<file path="config.mk">
export PLATFORM = sky130hd
export DESIGN_NAME = rsph_parse
export DESIGN_NICKNAME = d
export VERILOG_FILES = /design/src/rtl/rsph_pkg.sv /design/src/rtl/rsph_parse.sv
export SDC_FILE = /design/constraint.sdc
export NUM_CORES = 1
export LEC_CHECK = 0
export BUFFER_PORTS_ARGS = -buffer_cell sky130_fd_sc_hd__buf_2
export CAP_MARGIN = 20
export CORE_UTILIZATION = 24
export DETAILED_ROUTE_END_ITERATION = 10
export PLACE_DENSITY_LB_ADDON = 0.1
export SYNTH_ARGS = -nofsm -noshare
export SYNTH_HDL_FRONTEND = slang
export SYNTH_SLANG_ARGS = --single-unit
</file>
<file path="constraint.sdc">
create_clock -name vclk -period 4.8
set_clock_uncertainty 0.1 [all_clocks]
set_input_delay 0 -clock vclk [all_inputs]
set_output_delay 0 -clock vclk [all_outputs]
set_load 0.05 [all_outputs]
</file>
<file path="src/rtl/rsph_pkg.sv">
// Package for the run-length-encoded sprite point hit test.
// Holds the parser phase type, the parser state record and the status and register codes.
// No dependencies.
`default_nettype none

package rsph_pkg;

  // Parser phase: which byte of the line stream is expected next.
  typedef enum logic [3:0] {
    PH_LEN_LO    = 4'd0,
    PH_LEN_HI    = 4'd1,
    PH_X_LO      = 4'd2,
    PH_X_HI      = 4'd3,
    PH_Y_LO      = 4'd4,
    PH_Y_HI      = 4'd5,
    PH_RUN_COUNT = 4'd6,
    PH_SKIP      = 4'd7
  } rsph_phase_t;

  // Result codes.
  localparam logic [1:0] STATUS_BUSY = 2'd0;
  localparam logic [1:0] STATUS_HIT  = 2'd1;
  localparam logic [1:0] STATUS_MISS = 2'd2;

  // Configuration register indexes.
  localparam int unsigned CFG_IDX_W = 4;
  localparam logic [CFG_IDX_W-1:0] REG_QUERY_X = 4'd0;
  localparam logic [CFG_IDX_W-1:0] REG_QUERY_Y = 4'd1;

  // Complete parser state carried from one byte to the next.
  typedef struct packed {
    rsph_phase_t phase;
    logic [7:0]  held_low_byte;
    logic [14:0] line_length;
    logic        line_encoded;
    logic [15:0] line_x;
    logic [15:0] pixels_covered;
    logic [14:0] bytes_to_skip;
    logic [1:0]  final_status;
  } rsph_state_t;

endpackage

`default_nettype wire

</file>
<file path="src/rtl/rsph_parse.sv">
// Next-state logic of the sprite line parser: one byte moves the state one step.
// Purely combinational; depends on rsph_pkg.
`default_nettype none

module rsph_parse (
  input  var rsph_pkg::rsph_state_t st_i,
  input  wire logic [7:0]           data_byte_i,
  input  wire logic [15:0]          query_x_i,
  input  wire logic [15:0]          query_y_i,
  output var rsph_pkg::rsph_state_t st_o
);

  logic               active;
  logic [15:0]        word;
  logic               word_zero;
  logic signed [17:0] qx_ext;
  logic signed [17:0] lx_ext;
  logic signed [17:0] lo_bound;
  logic signed [17:0] hi_bound;
  logic               hit;
  logic [6:0]         run_cnt;
  logic [14:0]        run_skip;
  logic [15:0]        cov_run;
  logic               more_after_run;
  logic               more_after_skip;
  logic               len_nonzero;
  rsph_pkg::rsph_phase_t phase_nxt;

  // Shared decode of the incoming byte against the held state.
  assign active      = (st_i.final_status == rsph_pkg::STATUS_BUSY);
  assign word        = {data_byte_i, st_i.held_low_byte};
  assign word_zero   = (word == 16'd0);
  assign len_nonzero = (st_i.line_length != 15'd0);

  // Hit window x-1 .. x+length, widened so that no bound can overflow.
  assign qx_ext   = $signed({{2{query_x_i[15]}}, query_x_i});
  assign lx_ext   = $signed({{2{st_i.line_x[15]}}, st_i.line_x});
  assign lo_bound = lx_ext - 18'sd1;
  assign hi_bound = lx_ext + $signed({3'b000, st_i.line_length});
  assign hit      = (query_y_i == word) && (qx_ext >= lo_bound) && (qx_ext <= hi_bound);

  // Run record decode: odd counts carry one repeated pixel, even ones count>>1 literals.
  assign run_cnt         = data_byte_i[7:1];
  assign run_skip        = data_byte_i[0] ? 15'd1 : {8'd0, run_cnt};
  assign cov_run         = st_i.pixels_covered + {9'd0, run_cnt};
  assign more_after_run  = st_i.line_encoded && (cov_run < {1'b0, st_i.line_length});
  assign more_after_skip = st_i.line_encoded
                           && (st_i.pixels_covered < {1'b0, st_i.line_length});

  // Next phase.
  always_comb begin
    phase_nxt = st_i.phase;
    if (active) begin
      case (st_i.phase)
        rsph_pkg::PH_LEN_LO: phase_nxt = rsph_pkg::PH_LEN_HI;
        rsph_pkg::PH_LEN_HI: begin
          if (!word_zero) begin
            phase_nxt = rsph_pkg::PH_X_LO;
          end
        end
        rsph_pkg::PH_X_LO: phase_nxt = rsph_pkg::PH_X_HI;
        rsph_pkg::PH_X_HI: phase_nxt = rsph_pkg::PH_Y_LO;
        rsph_pkg::PH_Y_LO: phase_nxt = rsph_pkg::PH_Y_HI;
        rsph_pkg::PH_Y_HI: begin
          if (!hit) begin
            if (!len_nonzero) begin
              phase_nxt = rsph_pkg::PH_LEN_LO;
            end else if (st_i.line_encoded) begin
              phase_nxt = rsph_pkg::PH_RUN_COUNT;
            end else begin
              phase_nxt = rsph_pkg::PH_SKIP;
            end
          end
        end
        rsph_pkg::PH_RUN_COUNT: begin
          if (run_skip != 15'd0) begin
            phase_nxt = rsph_pkg::PH_SKIP;
          end else if (more_after_run) begin
            phase_nxt = rsph_pkg::PH_RUN_COUNT;
          end else begin
            phase_nxt = rsph_pkg::PH_LEN_LO;
          end
        end
        rsph_pkg::PH_SKIP: begin
          if (st_i.bytes_to_skip > 15'd1) begin
            phase_nxt = rsph_pkg::PH_SKIP;
          end else if (more_after_skip) begin
            phase_nxt = rsph_pkg::PH_RUN_COUNT;
          end else begin
            phase_nxt = rsph_pkg::PH_LEN_LO;
          end
        end
        default: phase_nxt = rsph_pkg::PH_LEN_LO;
      endcase
    end
  end

  // Data fields of the state.
  always_comb begin
    st_o       = st_i;
    st_o.phase = phase_nxt;
    if (active) begin
      case (st_i.phase)
        rsph_pkg::PH_LEN_LO,
        rsph_pkg::PH_X_LO,
        rsph_pkg::PH_Y_LO: st_o.held_low_byte = data_byte_i;
        rsph_pkg::PH_LEN_HI: begin
          if (word_zero) begin
            st_o.final_status = rsph_pkg::STATUS_MISS;
          end else begin
            st_o.line_encoded = word[0];
            st_o.line_length  = word[15:1];
          end
        end
        rsph_pkg::PH_X_HI: st_o.line_x = word;
        rsph_pkg::PH_Y_HI: begin
          if (hit) begin
            st_o.final_status = rsph_pkg::STATUS_HIT;
          end else begin
            st_o.pixels_covered = 16'd0;
            if (!st_i.line_encoded && len_nonzero) begin
              st_o.bytes_to_skip = st_i.line_length;
            end
          end
        end
        rsph_pkg::PH_RUN_COUNT: begin
          st_o.bytes_to_skip  = run_skip;
          st_o.pixels_covered = cov_run;
        end
        rsph_pkg::PH_SKIP: begin
          if (st_i.bytes_to_skip > 15'd1) begin
            st_o.bytes_to_skip = st_i.bytes_to_skip - 15'd1;
          end else begin
            st_o.bytes_to_skip = 15'd0;
          end
        end
        default: st_o.bytes_to_skip = st_i.bytes_to_skip;
      endcase
    end
  end

endmodule

`default_nettype wire

</file>
# After elaboration in Yosys (flattened, before gate mapping)
# Index checks and enable logic that the tools add are counted.
[word_totals]
in_bits = 117
register_bits = 0
word_cells = 53
latch_bits = 0
mem_count = 0
output_inout_bits = 77
romBits = 0
ram_bits = 0
[op_classes]
n_bitwise = 0
n_lt_le_gt_ge = 5
n_eq_ne = 8
reduce_logical = 12
n_mul = 0
div = 0
add_sub_neg = 4
n_mux = 24
n_shift = 0
[ops]
columns = ["cell", "n"]
rows = [
  ["$mux W73", 1],
  ["$mux W16", 3],
  ["$pmux W15 S3", 1],
  ["$lt A16 B15 Y1", 2],
  ["$pmux W16 S2", 1],
  ["$pmux W4 S8", 1],
  ["$mux W31", 1],
  ["$mux W15", 2],
  ["$reduce_bool A15 Y1", 2],
  ["$add A16 B16 Y17", 1],
  ["$ge A16 B17 Y1", 1],
  ["$le A16 B17 Y1", 1],
  ["$sub A16 B2 Y17 const B", 1],
  ["$add A16 B7 Y16", 1],
  ["$eq A16 B16 Y1", 1],
  ["$eq A4 B3 Y1 const B", 4],
  ["$logic_not A16 Y1", 1],
  ["$gt A15 B1 Y1 const B", 1],
  ["$mux W3", 5],
  ["$sub A15 B1 Y15 const B", 1],
  ["$mux W4", 3],
  ["$eq A4 B2 Y1 const B", 2],
  ["$mux W8", 1],
  ["$mux W7", 1],
  ["other kinds (9)", 14],
]

# Logic depth before layout (Yosys ltp)
[logic_depth]
depth_word = 7
depth_mapped = 21
mapped_depth_nobuf = 20

# Worst setup path after synthesis
# Ideal clock, no wire load.
[synth_timing]
path_type = "in2out"
from = "input port st_i[33] (netlist bit)"
to = "output port st_o[11] (netlist bit)"
path_stages = 21
slack_ps = 41
required_time_ps = 4700
path_buffers = 1
t_arrival_ps = 4659
path_cell_list = "ha_1 > inv_1 > fa_1 > nor2b_1 > o21ai_0 > a21oi_1 > o21ai_0 > a211o_1 > o21ai_0 > o211ai_1 > xnor2_1 > ha_1 > nand3_1 > nor4_2 > o31ai_1 > a41oi_2 > a211oi_2 > nor3_4 > buf_4 > a31oi_1 > o21ai_0"
[synth_rtl]
columns = ["element", "line", "rtl"]
rows = [
  ["start: declaration", "rsph_parse.sv:6", "input var rsph_pkg::rsph_state_t st_i,"],
  ["end: declaration", "rsph_parse.sv:10", "output var rsph_pkg::rsph_state_t st_o"],
]

==> out/metrics.yaml <==
dp_slack_ns: 0.0398
routedWlPerCell_um: 19.5
hpwl_mm: 18.5
power_leakage_nw: 2.95
core_um2: 19500
critPathRequiredTime_ns: 4.70
fin_ws_ns: 0.248
intPower_uw: 274
finalMaxSlewViolations: 0
syn_area_um2: 4790
num-nets-final: 1068
initial_core_util_pct: 24.5
worstPathMaxFanout: 7
grt_max_degree: 18
holdPathEnd: "st_o[1]"
vias: 5764
die_h_um: 143
crit_chain: "buf_2 > ha_1 > inv_1 > fa_1 > nor2b_1 > o21ai_0 > a21oi_1 > o21ai_2 > a2111oi_2 > o21ai_0 > nor2b_1 > xor2_1 > ha_1 > nand4_1 > nor4_2 > o31ai_1 > a41oi_2 > a211oi_2 > nor3_4 > buf_12 > buf_6 > o21ai_0 > a211o_1 > buf_2"
cp-startpoint: "st_i[33]"
syn-num-nets: 869
drt-total-wl_mm: 21.9
holdCritStartpoint: "st_i[0]"
tns_ns: 0
grt_pass1_vias: 5588
relSlewSlack_pct: 39.3
drt-met1-wl_mm: 10.7
timing.fmax_mhz: 220
status: "completed"
io_pins: 194
fillers: 2196
overflow: 0
yosys_warnings: 0
dr.pass1.iters: 4
cp-end-kind: "output port"
worstMarginPinSlew_ns: 0.909
yosysTopAreaCell: "ha_1"
hold_violations: 0
p_clk_share_pct: 0
crit_type: "in -> out"
slowest_delay_ns: 0.38
drive_gt1_share_pct: 32.1
synth_top_area_share_pct: 22.7
p_per_area_nw_per_um2: 121
period_share_pct: 94.8
drc: 0
p_sw_share_pct: 64.1
top_layer: "met4"
min_path_type: "in -> out"
synthTopCellsByCount: "87 x ha_1, 50 x nor2_1, 49 x a21oi_1, 47 x nand2_1, 44 x o21ai_0"
post-synth-top-count-cell: "ha_1"
rows: 51
peakVddDrop_uv: 54.0
cp-start-kind: "input pin"
antenna_cells: 0
area_delta_synth_final_pct: 31.2
dr_wl_met3_um: 868
ff_latch_area_um2: 0
synth_cell_types: 65
via_per_inst: 5.12
max_cap_viol_count: 0
dieArea_um2: 20500
gp_congestion: 0.843
crit_slowest_cell: "fa_1"
met2WireLength_mm: 10.1
gr-usage-all-layers_pct: 21.1
avgSynthCellArea_um2: 7.22
nClkBuffers: 0
cts_hold_buffers: 0
combPwrFrac_pct: 100.0
cp_common_cell: "o21ai_0"
ant_nets: 0
fin_hold_ws_ns: 0.284
period_needed_ns: 4.55
die_x_um: 143
hold_depth: 3
p_seq_share_pct: 0
rsz0062_at_grt: "true"
port_buffers: 194
setup_violations: 0
syn_inst: 663
design.seq.count: 0
grt_pass1_wl_mm: 33.0
antenna_found_initial: 0
yosysSeqAreaShare_pct: 0
first_iter_violations: 282
power_switching_uw: 489
crit_arrival_ns: 4.45
synthTopCellsByArea: "ha_1 23%, mux2_2 8.7%, xor2_1 6.4%"
metal layers:
metal	global-route usage, %	vias to the layer above
met4	2.07	0
met3	1.37	14
met5	0	-
li1	-	2907
met2	35.5	149
met1	30.2	2694
layout make-up:
| class | instances | area, um^2 | area share, % |
|---|---|---|---|
| inverter | 40 | 150 | 2.39 |
| tap | 265 | 332 | 5.28 |
| timing repair buffer | 216 | 1210 | 19.3 |
| multi-input combinational | 604 | 4590 | 73.0 |
cell families (layout without fill, tap and decap cells):
logic type      count (synthesis)  after routing  share of synthesized area, %
compound gates                206            206                          29.1
xor+xnor                       60             60                          11.0
fa+ha+maj                      89             89                          23.6
buf+inv                        59            256                          5.02
mux                            41             41                          9.54
simple gates                  208            208                          21.8
through the flow:
stage / area [um^2] / util, % / power, mW / instances
after floorplan: 4790 / - / 0.496 / 663
after global placement: 6130 / 31.4 / 0.753 / 1120
after detailed placement: 6150 / 31.5 / 0.747 / 1121
after CTS: 6150 / 31.5 / 0.751 / 1121
after global routing: 6280 / 32.2 / 0.843 / 1125
final: 6280 / 32.2 / 0.763 / 1125
cells in the final DEF (no fill, tap or decap), drive strengths merged, types with 4 or more instances in the layout:
master   instances
buf            207
nor4            18
and3             4
mux2i            4
o31ai            4
xnor2           25
xor2            35
ha              87
nor2            50
o211ai           6
o21ai           46
a22o             8
nand2           47
a31oi            8
nand4           13
a21o            16
nor2b           12
o22a             5
o31a             4
mux2            37
a2111oi          6
nand2b           6
a21oi           50
inv             40
nand3           18
o22ai            4
o21a            12
nor3            25
a211oi          11
clkbuf           9
or3              7
worst max path at each step:
stage	endpoint	cells after the start	slack, ns
6_report	st_o[12]	24	0.25
5_1_grt	st_o[12]	24	-0.08
4_1_cts	st_o[12]	23	0.01
3_5_place_dp	st_o[12]	23	0.04
3_3_place_gp	st_o[12]	23	0.11
2_1_floorplan	st_o[11]	21	0.04
worst max-delay path, delay by kind of cell:
kind                       cells  cell delay, ns
AOI/OAI and AO/OA             10            1.85
and+or+nand+nor                5            0.97
adders and majority gates      3            0.84
buffers and inverters          5            0.63
xor gates and xnor gates       1            0.14
timing repair:
action,in CTS,in global routing
gates resized for setup,0,39
endpoints found under the setup margin,0,32
setup buffers,0,4
power by group through the flow:
| stage | combinational, mW | sequential, mW | clock [mW] |
|---|---|---|---|
| 2_1_floorplan | 0.496 | 0 | 0 |
| 3_3_place_gp | 0.753 | 0 | 0 |
| 4_1_cts | 0.751 | 0 | 0 |
| 5_1_grt | 0.843 | 0 | 0 |
| 6_report | 0.763 | 0 | 0 |
| 3_5_place_dp | 0.747 | 0 | 0 |
No activity file was read; power rests on OpenSTA's default activity.
